File: src/hdl/assert_macros.svh
// Assertion helper macros for the percent codec RTL.
// Needs a clock named aclk and an active-low reset named aresetn in scope.
`ifndef ASSERT_MACROS_SVH
`define ASSERT_MACROS_SVH

// Same-cycle implication, checked outside reset.
`define ASSERT_IMPL(label, ante, cons, msg) \
    label: assert property (@(posedge aclk) disable iff (!aresetn) (ante) |-> (cons)) \
        else $error(msg);

// Next-cycle implication, checked outside reset.
`define ASSERT_NEXT(label, ante, cons, msg) \
    label: assert property (@(posedge aclk) disable iff (!aresetn) (ante) |=> (cons)) \
        else $error(msg);

`endif

File: src/hdl/upc_pkg.sv
// Shared types, codes and character helpers for the percent codec.
// No dependencies.
package upc_pkg;

    // Escape tracking while decoding.
    typedef enum logic [2:0] {
        ESC_NONE = 3'b001,
        ESC_HIGH = 3'b010,
        ESC_LOW  = 3'b100
    } esc_t;

    // Configuration register indexes.
    localparam logic REG_DIRECTION    = 1'b0;
    localparam logic REG_OUT_CAPACITY = 1'b1;

    localparam logic DIR_ENCODE = 1'b0;

    localparam logic [7:0] CHAR_PERCENT = 8'h25;

    typedef struct packed {
        esc_t       esc;
        logic [3:0] hi;
        logic       err;
    } codec_state_t;

    // Results caused by one input word: data bytes first, then the end result.
    typedef struct packed {
        logic [1:0]      data_cnt;
        logic            has_end;
        logic            failed;
        logic [15:0]     count;
        logic [2:0][7:0] bytes;
    } bundle_t;

    typedef struct packed {
        logic       ok;
        logic [3:0] val;
    } hexval_t;

    function automatic logic is_unreserved(input logic [7:0] c);
        return (c >= 8'h30 && c <= 8'h39) || (c >= 8'h61 && c <= 8'h7a) ||
               (c >= 8'h41 && c <= 8'h5a) || c == 8'h2d || c == 8'h2e ||
               c == 8'h5f || c == 8'h7e;
    endfunction

    function automatic hexval_t hex_value(input logic [7:0] c);
        hexval_t r;
        r.ok  = 1'b1;
        r.val = 4'h0;
        if (c >= 8'h30 && c <= 8'h39) begin
            r.val = 4'(c - 8'h30);
        end else if (c >= 8'h61 && c <= 8'h66) begin
            r.val = 4'(c - 8'h57);
        end else if (c >= 8'h41 && c <= 8'h46) begin
            r.val = 4'(c - 8'h37);
        end else begin
            r.ok = 1'b0;
        end
        return r;
    endfunction

    // Upper-case hex digit
    function automatic logic [7:0] hex_digit(input logic [3:0] n);
        return (n < 4'd10) ? (8'h30 + {4'h0, n}) : (8'h37 + {4'h0, n});
    endfunction

endpackage

File: src/hdl/url_percent_codec_core.sv
// Top level of the percent codec: config registers, string state, per-word
// logic and result register. Depends on upc_pkg, upc_step, upc_out.
//
//  channel | direction | signals                                  | handshake
//  s_      | in        | s_in_byte, s_in_last                     | s_valid/s_ready
//  m_      | out       | m_out_byte, m_is_data, m_is_end,         | m_valid/m_ready
//          |           | m_failed, m_out_count, m_run_last        |
//  cfg_    | in        | cfg_index, cfg_wdata                     | cfg_we
//
// A word is taken every cycle while it causes at most one result and m_ready is high; a word
// with n results (up to four: three encoded bytes plus the end) holds the single result
// register until all n are handed out, one result per cycle while m_ready is high.
// Reset clears the string state and config to direction encode, capacity 65535.
// Input is taken while the last pending result is being handed out.
`include "assert_macros.svh"

module url_percent_codec_core #(
    parameter int COUNT_WIDTH = 16
) (
    input  logic        aclk,
    input  logic        aresetn,
    input  logic        s_valid,
    output logic        s_ready,
    input  logic [7:0]  s_in_byte,
    input  logic        s_in_last,
    output logic        m_valid,
    input  logic        m_ready,
    output logic [7:0]  m_out_byte,
    output logic        m_is_data,
    output logic        m_is_end,
    output logic        m_failed,
    output logic [15:0] m_out_count,
    output logic        m_run_last,
    input  logic        cfg_we,
    input  logic        cfg_index,
    input  logic [15:0] cfg_wdata
);
    logic                   direction_reg;
    logic [15:0]            capacity_reg;
    upc_pkg::codec_state_t  st_reg, st_next;
    logic [COUNT_WIDTH-1:0] produced_reg, produced_next;
    upc_pkg::bundle_t       bundle;
    logic                   has_result;
    logic                   free;
    logic                   accept;

    always_ff @(posedge aclk) begin
        if (!aresetn) begin
            direction_reg <= upc_pkg::DIR_ENCODE;
            capacity_reg  <= 16'hffff;
        end else if (cfg_we) begin
            unique case (cfg_index)
                upc_pkg::REG_DIRECTION:    direction_reg <= cfg_wdata[0];
                upc_pkg::REG_OUT_CAPACITY: capacity_reg  <= cfg_wdata;
                default: ;
            endcase
        end
    end

    upc_step #(
        .COUNT_WIDTH (COUNT_WIDTH)
    ) u_step (
        .direction     (direction_reg),
        .out_capacity  (capacity_reg),
        .st            (st_reg),
        .produced      (produced_reg),
        .in_byte       (s_in_byte),
        .in_last       (s_in_last),
        .st_next       (st_next),
        .produced_next (produced_next),
        .bundle        (bundle),
        .has_result    (has_result)
    );

    assign s_ready = free;
    assign accept  = s_valid && free;

    always_ff @(posedge aclk) begin
        if (!aresetn) begin
            st_reg.esc   <= upc_pkg::ESC_NONE;
            st_reg.hi    <= 4'h0;
            st_reg.err   <= 1'b0;
            produced_reg <= '0;
        end else if (accept) begin
            st_reg       <= st_next;
            produced_reg <= produced_next;
        end
    end

    upc_out u_out (
        .aclk        (aclk),
        .aresetn     (aresetn),
        .load        (accept && has_result),
        .bundle      (bundle),
        .free        (free),
        .m_valid     (m_valid),
        .m_ready     (m_ready),
        .m_out_byte  (m_out_byte),
        .m_is_data   (m_is_data),
        .m_is_end    (m_is_end),
        .m_failed    (m_failed),
        .m_out_count (m_out_count),
        .m_run_last  (m_run_last)
    );

    `ASSERT_NEXT(a_last_clears, accept && s_in_last,
                 st_reg.esc == upc_pkg::ESC_NONE && !st_reg.err && produced_reg == '0,
                 "string state not cleared after last word")
    `ASSERT_NEXT(a_err_sticks, accept && st_reg.err && !s_in_last,
                 st_reg.err && $stable(produced_reg), "error state lost mid string")
    `ASSERT_IMPL(a_ready_when_idle, !m_valid, s_ready, "input stalled with no result pending")

endmodule

File: src/hdl/upc_step.sv
// Per-word codec logic: next string state and the results of one input word.
// Depends on upc_pkg.
module upc_step #(
    parameter int COUNT_WIDTH = 16
) (
    input  logic                      direction,
    input  logic [15:0]               out_capacity,
    input  upc_pkg::codec_state_t     st,
    input  logic [COUNT_WIDTH-1:0]    produced,
    input  logic [7:0]                in_byte,
    input  logic                      in_last,
    output upc_pkg::codec_state_t     st_next,
    output logic [COUNT_WIDTH-1:0]    produced_next,
    output upc_pkg::bundle_t          bundle,
    output logic                      has_result
);
    localparam int SW = ((COUNT_WIDTH > 16) ? COUNT_WIDTH : 16) + 2;
    localparam logic [COUNT_WIDTH-1:0] CNT_MAX = '1;

    logic [SW-1:0]  cap_ext;
    logic [SW-1:0]  lim_ext;
    logic [SW-1:0]  cap;
    logic [SW-1:0]  prod_ext;
    logic [SW-1:0]  prod_sum;
    logic           room1;
    logic           room3;
    logic           unres;
    upc_pkg::hexval_t hv;
    upc_pkg::codec_state_t s;
    logic [1:0]     nd;
    logic [2:0][7:0] b;

    always_comb begin
        cap_ext  = SW'(out_capacity);
        lim_ext  = SW'(CNT_MAX);
        cap      = (cap_ext < lim_ext) ? cap_ext : lim_ext;
        prod_ext = SW'(produced);
        room1    = (prod_ext + SW'(1)) <= cap;
        room3    = (prod_ext + SW'(3)) <= cap;
        unres    = upc_pkg::is_unreserved(in_byte);
        hv       = upc_pkg::hex_value(in_byte);
    end

    always_comb begin
        s  = st;
        nd = 2'd0;
        b  = '0;
        if (!st.err) begin
            if (direction == upc_pkg::DIR_ENCODE) begin
                // escape state is left alone while encoding
                if (unres) begin
                    if (room1) begin
                        b[0] = in_byte;
                        nd   = 2'd1;
                    end else begin
                        s.err = 1'b1;
                    end
                end else if (room3) begin
                    b[0] = upc_pkg::CHAR_PERCENT;
                    b[1] = upc_pkg::hex_digit(in_byte[7:4]);
                    b[2] = upc_pkg::hex_digit(in_byte[3:0]);
                    nd   = 2'd3;
                end else begin
                    s.err = 1'b1;
                end
            end else begin
                unique case (st.esc)
                    upc_pkg::ESC_HIGH, upc_pkg::ESC_LOW: begin
                        if (!hv.ok) begin
                            s.err = 1'b1;
                        end else if (st.esc == upc_pkg::ESC_HIGH) begin
                            s.hi  = hv.val;
                            s.esc = upc_pkg::ESC_LOW;
                        end else begin
                            b[0]  = {st.hi, hv.val};
                            nd    = 2'd1;
                            s.esc = upc_pkg::ESC_NONE;
                        end
                    end
                    default: begin
                        s.esc = upc_pkg::ESC_NONE;
                        if (in_byte == upc_pkg::CHAR_PERCENT) begin
                            // room for the decoded byte is checked here
                            if (room1) begin
                                s.esc = upc_pkg::ESC_HIGH;
                            end else begin
                                s.err = 1'b1;
                            end
                        end else if (unres && room1) begin
                            b[0] = in_byte;
                            nd   = 2'd1;
                        end else begin
                            s.err = 1'b1;
                        end
                    end
                endcase
            end
        end
    end

    always_comb begin
        prod_sum            = prod_ext + SW'(nd);
        bundle.data_cnt     = nd;
        bundle.has_end      = in_last;
        bundle.failed       = s.err || (s.esc != upc_pkg::ESC_NONE);
        bundle.count        = prod_sum[15:0];
        bundle.bytes        = b;
        has_result          = in_last || (nd != 2'd0);
        if (in_last) begin
            st_next.esc   = upc_pkg::ESC_NONE;
            st_next.hi    = 4'h0;
            st_next.err   = 1'b0;
            produced_next = '0;
        end else begin
            st_next       = s;
            produced_next = prod_sum[COUNT_WIDTH-1:0];
        end
    end

endmodule

File: src/hdl/upc_out.sv
// Result register: holds the results of one word and hands them out in order.
// Depends on upc_pkg and assert_macros.svh.
`include "assert_macros.svh"

module upc_out (
    input  logic              aclk,
    input  logic              aresetn,
    input  logic              load,
    input  upc_pkg::bundle_t  bundle,
    output logic              free,
    output logic              m_valid,
    input  logic              m_ready,
    output logic [7:0]        m_out_byte,
    output logic              m_is_data,
    output logic              m_is_end,
    output logic              m_failed,
    output logic [15:0]       m_out_count,
    output logic              m_run_last
);
    logic             valid_reg, valid_next;
    logic [1:0]       idx_reg, idx_next;
    upc_pkg::bundle_t bnd_reg;
    logic [2:0]       total;
    logic [2:0]       idx_p1;
    logic             cur_data;
    logic             take;

    always_comb begin
        total    = {1'b0, bnd_reg.data_cnt} + {2'b00, bnd_reg.has_end};
        idx_p1   = {1'b0, idx_reg} + 3'd1;
        cur_data = idx_reg < bnd_reg.data_cnt;
        m_valid     = valid_reg;
        m_run_last  = idx_p1 == total;
        m_is_data   = cur_data;
        m_is_end    = !cur_data;
        m_out_byte  = cur_data ? bnd_reg.bytes[idx_reg] : 8'h00;
        m_failed    = cur_data ? 1'b0 : bnd_reg.failed;
        m_out_count = cur_data ? 16'h0000 : bnd_reg.count;
        take        = valid_reg && m_ready;
        free        = !valid_reg || (m_ready && m_run_last);
    end

    always_comb begin
        valid_next = valid_reg;
        idx_next   = idx_reg;
        if (take) begin
            if (m_run_last) begin
                valid_next = 1'b0;
            end else begin
                idx_next = idx_p1[1:0];
            end
        end
        if (load) begin
            valid_next = 1'b1;
            idx_next   = 2'd0;
        end
    end

    always_ff @(posedge aclk) begin
        if (!aresetn) begin
            valid_reg <= 1'b0;
            idx_reg   <= 2'd0;
        end else begin
            valid_reg <= valid_next;
            idx_reg   <= idx_next;
        end
    end

    always_ff @(posedge aclk) begin
        if (load) begin
            bnd_reg <= bundle;
        end
    end

    `ASSERT_IMPL(a_load_when_free, load, free, "result register overwritten")
    `ASSERT_IMPL(a_idx_in_range, valid_reg, idx_p1 <= total, "result index past end")
    `ASSERT_IMPL(a_end_is_last, valid_reg && m_is_end, m_run_last, "end result not final")
    `ASSERT_NEXT(a_hold_partial, take && !m_run_last && !load, valid_reg,
                 "word dropped mid sequence")

endmodule

File: config.mk
export PLATFORM = sky130hd
export DESIGN_NAME = url_percent_codec_core
export DESIGN_NICKNAME = d
export VERILOG_FILES = /design/src/hdl/upc_pkg.sv /design/src/hdl/url_percent_codec_core.sv /design/src/hdl/upc_step.sv /design/src/hdl/upc_out.sv
export VERILOG_INCLUDE_DIRS = /design/src /design/src/hdl
export SDC_FILE = /design/constraint.sdc
export NUM_CORES = 1
export LEC_CHECK = 0
export ABC_CLOCK_PERIOD_IN_PS = 7800
export BUFFER_PORTS_ARGS = -buffer_cell sky130_fd_sc_hd__buf_4
export CAP_MARGIN = 10
export CORE_MARGIN = 5
export CORE_UTILIZATION = 55
export CTS_CLUSTER_SIZE = 16
export DETAILED_ROUTE_END_ITERATION = 12
export PLACE_DENSITY = 0.8
export SYNTH_ARGS = -nofsm -noshare
export SYNTH_HDL_FRONTEND = slang
export SYNTH_SLANG_ARGS = --single-unit
File: constraint.sdc
create_clock -name aclk -period 7.8 [get_ports aclk]
set_input_delay 0.39 -clock aclk [delete_from_list [all_inputs] [get_ports aclk]]
set_output_delay 0.39 -clock aclk [all_outputs]
set_load 0.05 [all_outputs]
==> run_results.csv, run 1 <==
group,metric,value,unit
critical_path,crit_chain,"and3_1, nand2_1, nor2_1, nand2_1, nor2_1, xor2_1, ha_1, or2_2, a21oi_1, a21oi_1, nor4b_1, a21o_1, a31oi_1, a221oi_1, ha_1, inv_1, fa_1, nor3_1, nand3_1, xnor2_1, a22oi_1, nor2_1",
route,vias_per_cell,5.896,
sta,timing.fmax,0.1724,GHz
logic_synthesis,async_flop_share,0,
flow_run,drv_cap,0,
critical_path,max_stage_delay,0.55,ns
critical_path,crit_required,8.02,ns
route,wl_per_cell,16.52,µm
final_layout,fill_cells,937,
logic_synthesis,synth_top_family_by_area,"simple AND/OR/NAND/NOR gates",
clock_network,h-tree-depth,3,
route,firstDrtPassIters,5,
grt,grt_pass1_wl,23550,µm
grt,grt_pass1_vias,4791,
logic_synthesis,synth-simple-area-share,0.2232,
logic_synthesis,ys_ff_latch,86,
critical_path,crit_family,"simple AND/OR/NAND/NOR gates",
sta,rsz0062_at_grt,"no",
grt,grtUsageTotal,0.2198,
grt,antenna_found_initial,0,
critical_path,critical_path.startpoint,"produced_reg[2]",
sta,slew_viol_final,0,
clock_network,cts_tree,"built",
route,drc,0,
logic_synthesis,syn_inst,687,
worst_hold_path,holdPathStages,3,
placement,place_ws,2.142,ns
logic_synthesis,syn_avg_cell_area,8.778,µm²
clock_network,clk_path_buf_depth,2,
sta,setup_viol,0,
floorplan,die_x,114.7,µm
final_layout,diodes,0,
critical_path,end_kind,"flop",
sta,fin_setup_tns,0,ns
logic_synthesis,synth_area,6031,µm²
placement,gp_congestion,0.9489,
power_and_ir_drop,ir_worst_vdd,0.1074,mV
route,drtAntennaViolNets,0,
final_layout,largest_reg_flops,42,
logic_synthesis,synth_fa_ha_area_frac,0.09876,
sta,tightest_slew,0.9807,ns
final_layout,seqCellArea,2142,µm²
route,num_vias,5035,
sta,worst_hold_slack,0.2445,ns
final_layout,multi_input_area,3531,µm²
power_and_ir_drop,cellPowerDensity,172.7,nW/µm²
critical_path,ff2ff_path_depth,22,
critical_path,critPathSlowestCell,"dfxtp_1",
clock_network,cts.sinks,86,
logic_synthesis,synth_xor_area_frac,0.08091,
logic_synthesis,synth-compound-area-share,0.1666,
final_layout,instances_no_fill,854,
grt,grt_max_degree,43,
logic_synthesis,synth_warnings,0,
sta,setup_ws,1.999,ns
run_status,status,"completed",
clock_network,post_cts_buffers,0,
route,drt_iter0_drc,431,
floorplan,io_pins,61,
placement,place_inst,838,
logic_synthesis,synth_ff_type,"dfxtp_1",
power_and_ir_drop,total_power,1.144,mW
sta,finalCriticalPeriod,5.801,ns
placement,portBuffers,60,
final_layout,area_growth,9.876,%
floorplan,fp.dieH,114.7,µm
critical_path,path_class,"flop to flop",
logic_synthesis,synthDistinctLibCells,77,
sta,hold_viol,0,
critical_path,critical_path_arrival,6.02,ns
logic_synthesis,synth_edf_count,42,
critical_path,cpMostUsedCell,"nor2_1",
critical_path,r2r-start,"produced_reg[2]",
critical_path,reg2reg_slack,2.00,ns
critical_path,start_kind,"flop",
floorplan,core_area,10790,µm²
clock_network,ctsResizeCount,0,
critical_path,rr_endpoint,"produced_reg[12]",
sta,skew,0.008138,ns
final_layout,fin_area,6626,µm²
logic_synthesis,muxShareOfSynthArea,0.01515,
sta,min_period_over_period,0.7437,
clock_network,cts_made_buffers,9,
floorplan,start_util,0.5588,
critical_path,path_max_fanout,11,
final_layout,drive_above_1_share,0.1289,
route,drt-total-wl,14100,µm
logic_synthesis,ys_seq_area_frac,0.3552,
clock_network,root_buffer,"clkbuf_8",
clock_network,insertion_delay,0.35,ns
power_and_ir_drop,power_leakage,2.826,nW
sta,slew_headroom,0.3454,
critical_path,critPathBufInv,1,
logic_synthesis,syn_nets,765,
clock_network,cts.reportedPaths.clkPinSlew,0.08,ns
placement,place_area,6441,µm²
critical_path,cp-endpoint,"produced_reg[12]",
floorplan,die_area,13160,µm²
worst_hold_path,min_path_type,"input pin to flop",
final_layout,utilization,0.6140,
clock_network,cts_hold_buffers,0,
grt,grt.overflow.total,0,
final_layout,nets,787,
critical_path,worstSetupPathDepth,22,
placement,hpwl,10610,µm
floorplan,row_count,38,
how the worst min path moves through the flow:
| stage | start | slack [ns] | endpoint |
|---|---|---|---|
| floorplan | st_reg[4] | 0.43 | st_reg[4] |
| global placement | st_reg[4] | 0.44 | st_reg[4] |
| detailed placement | st_reg[4] | 0.45 | st_reg[4] |
| CTS | cfg_wdata[4] | 0.24 | capacity_reg[4] |
| global route | cfg_wdata[4] | 0.23 | capacity_reg[4] |
| finish | cfg_wdata[4] | 0.24 | capacity_reg[4] |
cells by family after synthesis:
logic type | after synthesis
fa+ha+maj | 47
simple gates | 259
mux | 9
compound gates | 146
flops | 86
buf+inv | 86
xor+xnor | 54
report_power, final:
part | leakage, nW | switching, mW | total, mW | internal, mW
Clock | 0.0866 | 0.155 | 0.303 | 0.148
Sequential | 0.773 | 0.0151 | 0.541 | 0.526
Combinational | 1.97 | 0.203 | 0.300 | 0.0966
cell usage in the layout, fill, tap and decap left out, types with 4 or more instances in the layout:
master,count
nor2_1,72
nand2_1,62
buf_4,61
ha_1,46
dfxtp_1,44
edfxtp_1,42
a21oi_1,41
inv_1,34
xor2_1,28
xnor2_1,25
and2_1,25
nand3_1,24
o211ai_1,20
o21ai_0,19
a31oi_1,11
nor3_1,10
nand4_1,10
and3_1,9
clkbuf_8,9
or4_1,8
mux2i_1,8
a21o_1,6
nand3b_1,5
a41oi_1,5
nor2b_1,4
o21a_1,4
o2111ai_1,4
a22oi_1,4
a211oi_1,4
final cells by class:
class,instances,area share
clock buffers,12,0.02039
inverters,36,0.02039
well taps,140,0.02644
clock inverters,4,0.007553
multi-input cells,515,0.5329
flip-flops and latches,86,0.3233
repair buffers,61,0.06911
synth_stat cells, types with 10 or more instances:
cell,instances,share of area
a31oi_1,11,0.011
xnor2_1,25,0.036
xor2_1,28,0.041
nor2_1,72,0.045
ha_1,46,0.095
nand2_1,62,0.039
nand3_1,25,0.021
nor3_1,10,0.0083
inv_1,34,0.021
o211ai_1,20,0.025
edfxtp_1,42,0.21
clkbuf_1,32,0.020
and2_1,25,0.026
dfxtp_1,44,0.15
nand4_1,10,0.010
a21oi_1,41,0.034
o21ai_0,19,0.016
buf_2,10,0.0083
tightest hold or removal path, stage by stage:
cell and delay [ns]:
buf_4 0.07, nand2_1 0.04, nand3_1 0.06
routing by layer:
metal  wire [µm]  global-route usage  share of wire  vias to the layer above
li1            -                   -              -                     2491
met1        6966              0.3339           0.49                     2356
met2        5977              0.3244           0.42                      171
met3        1010             0.04175          0.072                       17
met4         149             0.05086          0.011                        0
met5           0                   0              0                        -
No activity file was read; power rests on OpenSTA's default activity.
==> run 2, diff against run 1 <==
ABC_CLOCK_PERIOD_IN_PS = 4900   (was 7800)
CORE_UTILIZATION = 54   (was 55)
PLACE_DENSITY = 0.82   (was 0.8)
clock period = 4.9 ns   (was 7.8 ns; I/O delays follow)
==> run 2 against run 1 <==
- clock-buffer cell count shrank 2
- clock power grew 79%
- register-to-register slack lost 1.7 ns
- utilization grew 1.4 points
- worst setup slack lost 1.7 ns
- die area grew 1.7%
- total power grew 65%
- critical path type unchanged
==> run_results.csv, run 2 (same netlist as run 1, synthesis figures left out) <==
group,metric,value,unit
floorplan,io_pins,61,
placement,gp_congestion,1.003,
final_layout,largest_reg_flops,42,
final_layout,utilization,0.6278,
sta,min_period_over_period,0.9478,
clock_network,cts.reportedPaths.clkPinSlew,0.09,ns
route,drt_iter0_drc,387,
sta,slew_headroom,0.4105,
floorplan,core_area,10890,µm²
floorplan,fp.dieH,115.7,µm
power_and_ir_drop,pwr-share-clk,0.286,
run_status,status,"completed",
route,drc,0,
route,wl_per_cell,16.54,µm
sta,setup_viol,0,
route,vias_per_cell,5.923,
sta,hold_viol,0,
clock_network,h-tree-depth,3,
final_layout,final_cell_mix,"79 x buf_4, 72 x nor2_1, 61 x nand2_1, 45 x ha_1, 42 x edfxtp_1",
route,drtAntennaViolNets,0,
grt,grt_pass1_vias,4798,
sta,skew,0.01148,ns
placement,hpwl,10840,µm
grt,grtUsageTotal,0.2223,
power_and_ir_drop,p_switching,0.6069,mW
power_and_ir_drop,p_int,1.286,mW
power_and_ir_drop,total_power,1.893,mW
clock_network,root_buffer,"clkbuf_8",
critical_path,critical_path_arrival,4.91,ns
floorplan,die_area,13380,µm²
final_layout,diodes,0,
critical_path,start_kind,"flop",
final_layout,nets,805,
clock_network,clk_path_buf_depth,2,
critical_path,crit_required,5.17,ns
grt,grt_max_degree,43,
critical_path,end_kind,"flop",
final_layout,drive_above_1_share,0.1694,
worst_hold_path,holdPathStages,3,
sta,slew_viol_final,0,
power_and_ir_drop,power.share.switching,0.3206,
critical_path,path_max_fanout,5,
critical_path,path_class,"flop to flop",
route,drt-total-wl,14420,µm
sta,tightest_slew,0.8842,ns
clock_network,cts_tree,"built",
worst_hold_path,min_path_type,"input pin to flop",
floorplan,die_x,115.7,µm
power_and_ir_drop,combPwrFrac,0.259,
final_layout,area_growth,13.34,%
route,num_vias,5165,
floorplan,start_util,0.5539,
grt,grt.overflow.total,0,
grt,grt_pass1_wl,23780,µm
final_layout,multi_input_area,3568,µm²
clock_network,insertion_delay,0.37,ns
sta,finalCriticalPeriod,4.644,ns
critical_path,ff2ff_path_depth,17,
power_and_ir_drop,power_leakage,2.943,nW
final_layout,layout_commonest_cell,"buf_4",
power_and_ir_drop,p_seq_frac,0.455,
grt,antenna_found_initial,0,
clock_network,cts.sinks,86,
floorplan,row_count,38,
clock_network,cts_made_buffers,9,
final_layout,seqCellArea,2151,µm²
sta,fin_setup_tns,0,ns
power_and_ir_drop,cellPowerDensity,276.9,nW/µm²
power_and_ir_drop,ir_worst_vdd,0.1714,mV
flow_run,drv_cap,0,
sta,timing.fmax,0.2153,GHz
placement,portBuffers,60,
route,firstDrtPassIters,6,
final_layout,fill_cells,938,
## run 2: path summary, 6_finish.rpt
check	startpoint	to	slack, ns
worst min-delay path	cfg_wdata[12]	capacity_reg[12]	0.09
worst max-delay path	produced_reg[3]	produced_reg[8]	0.26
worst min register to register	st_reg[2]	st_reg[2]	0.46
worst max register to register	produced_reg[3]	produced_reg[8]	0.26
## run 2: power by group through the flow
stage | Clock (mW) | Sequential (mW) | Combinational [mW]
2_1_floorplan | 0 | 0.872 | 0.345
3_3_place_gp | 0 | 0.875 | 0.476
3_5_place_dp | 0 | 0.878 | 0.487
4_1_cts | 0.548 | 0.861 | 0.488
5_1_grt | 0.581 | 0.867 | 0.534
6_report | 0.541 | 0.861 | 0.491
## run 2: layout make-up
cell class / count / share of cell area
timing repair buffer: 79 / 0.08677
multi-input combinational: 515 / 0.5221
sequential: 86 / 0.3147
clock buffer: 10 / 0.01867
clock inverter: 6 / 0.01245
inverter: 36 / 0.01977
tap: 140 / 0.02563
## run 2: critical path: stages (launching register included)
cell and delay [ns]:
dfxtp_1 0.34, and3_2 0.25, o21ai_1 0.13, or2_2 0.34, nor3_1 0.22, xor2_1 0.19
ha_1 0.27, a21o_1 0.20, a2111oi_1 0.33, a31oi_1 0.21, a2bb2oi_1 0.18, a221oi_2 0.31
ha_1 0.23, inv_1 0.05, fa_1 0.43, buf_4 0.19, or4_1 0.52, a21oi_1 0.16
## run 2: per-stage QoR
step / setup WS (ns) / instances / hold WS, ns / area, µm²
2_1_floorplan: 0.06983 / 687 / 0.3439 / 6031
3_3_place_gp: 0.1825 / 855 / 0.4375 / 6569
3_5_place_dp: 0.04441 / 855 / 0.4500 / 6569
4_1_cts: 0.02460 / 871 / 0.08254 / 6783
5_1_grt: -0.01234 / 872 / 0.09107 / 6835
6_report: 0.2556 / 872 / 0.09449 / 6835
## run 2: routing by layer
metal | track usage | vias up | routed length [µm]
li1 | - | 2532 | -
met4 | 0.05723 | 0 | 214
met1 | 0.3292 | 2397 | 6740
met3 | 0.04909 | 21 | 1334
met5 | 0 | - | 0
met2 | 0.3306 | 215 | 6134
## run 2: repair_timing
| action | 4_1_cts | 5_1_grt |
|---|---|---|
| setup buffers | 0 | 1 |
| hold buffers | 0 | 0 |
| pin swaps | 0 | 2 |
| setup endpoints to repair | 3 | 21 |
| gates resized for setup | 1 | 16 |
==> run 3, diff against run 2 <==
CORE_UTILIZATION = 55   (was 54)
CTS_BUF_LIST = sky130_fd_sc_hd__clkbuf_8   (was unset)
PLACE_DENSITY = 0.83   (was 0.82)
==> run 3 against run 2 <==
- wire length grew 2.2%
- first-iteration DRC count shrank 3.4%
- die area shrank 1.7%
- clock power shrank 8.7%
- fmax grew 1.5%
- worst setup slack gained 0.071 ns
- combinational power grew 2%
- critical path type unchanged
- highest routed layer unchanged
==> run_results.csv, run 3 (same netlist as run 1, synthesis figures left out) <==
group,metric,value,unit
run_status,status,"completed",
route,drt-total-wl,14740,µm
final_layout,final_cell_mix,"80 x buf_4, 71 x nor2_1, 60 x nand2_1, 45 x ha_1, 42 x edfxtp_1",
floorplan,fp.dieH,114.7,µm
floorplan,core_area,10790,µm²
final_layout,fin_area,6860,µm²
sta,slew_viol_final,0,
power_and_ir_drop,p_seq_frac,0.464,
critical_path,path_class,"flop to flop",
grt,grt.overflow.total,0,
power_and_ir_drop,ir_worst_vdd,0.1973,mV
sta,rsz0062_at_grt,"no",
floorplan,die_x,114.7,µm
clock_network,cts_tree,"built",
placement,portBuffers,60,
route,firstDrtPassIters,5,
critical_path,end_kind,"flop",
final_layout,largest_reg_flops,42,
sta,min_period_over_period,0.9335,
grt,grt_pass1_vias,4850,
power_and_ir_drop,p_switching,0.6171,mW
sta,timing.fmax,0.2186,GHz
power_and_ir_drop,cellPowerDensity,270.6,nW/µm²
final_layout,drive_above_1_share,0.1757,
clock_network,cts_hold_buffers,0,
route,drtAntennaViolNets,0,
floorplan,row_count,38,
final_layout,area_growth,13.76,%
placement,hpwl,11140,µm
placement,place_ws,0.1239,ns
critical_path,path_max_fanout,10,
floorplan,start_util,0.5588,
final_layout,diodes,0,
sta,skew,0.01325,ns
power_and_ir_drop,power_leakage,2.974,nW
clock_network,root_buffer,"clkbuf_8",
sta,slew_headroom,0.4162,
critical_path,critical_path_arrival,4.81,ns
grt,grt_max_degree,31,
clock_network,h-tree-depth,3,
grt,antenna_found_initial,0,
worst_hold_path,min_path_type,"input pin to flop",
sta,setup_ws,0.3261,ns
floorplan,die_area,13160,µm²
clock_network,cts.reportedPaths.clkPinSlew,0.09,ns
sta,worst_hold_slack,0.09325,ns
route,vias_per_cell,5.959,
clock_network,clk_path_buf_depth,2,
placement,place_area,6596,µm²
sta,finalCriticalPeriod,4.574,ns
sta,fin_setup_tns,0,ns
clock_network,cts.sinks,86,
floorplan,io_pins,61,
power_and_ir_drop,p_int,1.239,mW
critical_path,crit_required,5.14,ns
clock_network,insertion_delay,0.37,ns
route,wl_per_cell,16.86,µm
clock_network,cts_made_buffers,9,
sta,tightest_slew,0.8757,ns
route,drt_iter0_drc,374,
route,drc,0,
grt,grtUsageTotal,0.2277,
power_and_ir_drop,combPwrFrac,0.270,
critical_path,start_kind,"flop",
final_layout,nets,807,
sta,hold_viol,0,
power_and_ir_drop,pwr-share-clk,0.266,
sta,setup_viol,0,
route,num_vias,5208,
power_and_ir_drop,power.share.switching,0.3324,
placement,gp_congestion,0.9919,
grt,grt_pass1_wl,24090,µm
flow_run,drv_cap,0,
final_layout,layout_commonest_cell,"buf_4",
[run 3: area by class of cell]
| cell class | count | area (µm²) |
|---|---|---|
| sequential | 86 | 2146 |
| inverter | 36 | 135.1 |
| clock inverter | 7 | 68.82 |
| tap | 140 | 175.2 |
| multi-input combinational | 515 | 3591 |
| clock buffer | 9 | 123.9 |
| fill | 882 | 3933 |
| timing repair buffer | 81 | 620.6 |
[run 3: repair_timing]
action,CTS,global route
hold endpoints to repair,0,0
gates resized for setup,0,17
setup buffers,0,1
endpoints found under the setup margin,0,18
[run 3: power groups by stage]
stage	clock network [mW]	registers, mW	logic (mW)
3_3_place_gp	0	0.874	0.483
4_1_cts	0.499	0.861	0.497
6_report	0.494	0.861	0.502
3_5_place_dp	0	0.878	0.495
2_1_floorplan	0	0.872	0.345
5_1_grt	0.533	0.867	0.542
[run 3: stage by stage]
stage	power (mW)	util	std cells
finish	1.856	0.6356	874
global route	1.942	0.6356	874
detailed placement	1.373	0.6112	857
CTS	1.857	0.6290	873
global placement	1.357	0.6112	857
floorplan	1.217	-	687
[run 3: metal layers]
layer	vias up	part of all wire	global-route usage
li1	2539	-	-
met1	2408	0.47	0.3390
met2	239	0.43	0.3395
met3	22	0.082	0.03700
met4	0	0.017	0.07042
met5	-	0	0
[run 3: worst paths after layout]
path / start / end / slack, ns / depth (start not counted)
worst max-delay path: produced_reg[5] / produced_reg[14] / 0.33 / 23
worst min-delay path: cfg_wdata[4] / capacity_reg[4] / 0.09 / 3
worst max register to register: produced_reg[5] / produced_reg[14] / 0.33 / 23
worst min register to register: st_reg[1] / st_reg[1] / 0.46 / 2
[run 3: critical path, stage by stage, from the launching register on]
cell and delay [ns]:
dfxtp_2 0.44, and3_1 0.24, nand2_2 0.12, nor2_1 0.12, nand2_1 0.12, nor2_2 0.11, xor2_1 0.16, ha_1 0.26
or2_2 0.28, a21oi_1 0.14, a21oi_1 0.08, o31ai_1 0.28, a21o_1 0.19, a31oi_1 0.11, a221oi_2 0.33, ha_2 0.23
inv_1 0.05, fa_2 0.36, nor3_2 0.18, buf_4 0.15, nand3_1 0.09, xnor2_1 0.17, a22oi_1 0.16, nor2_1 0.06
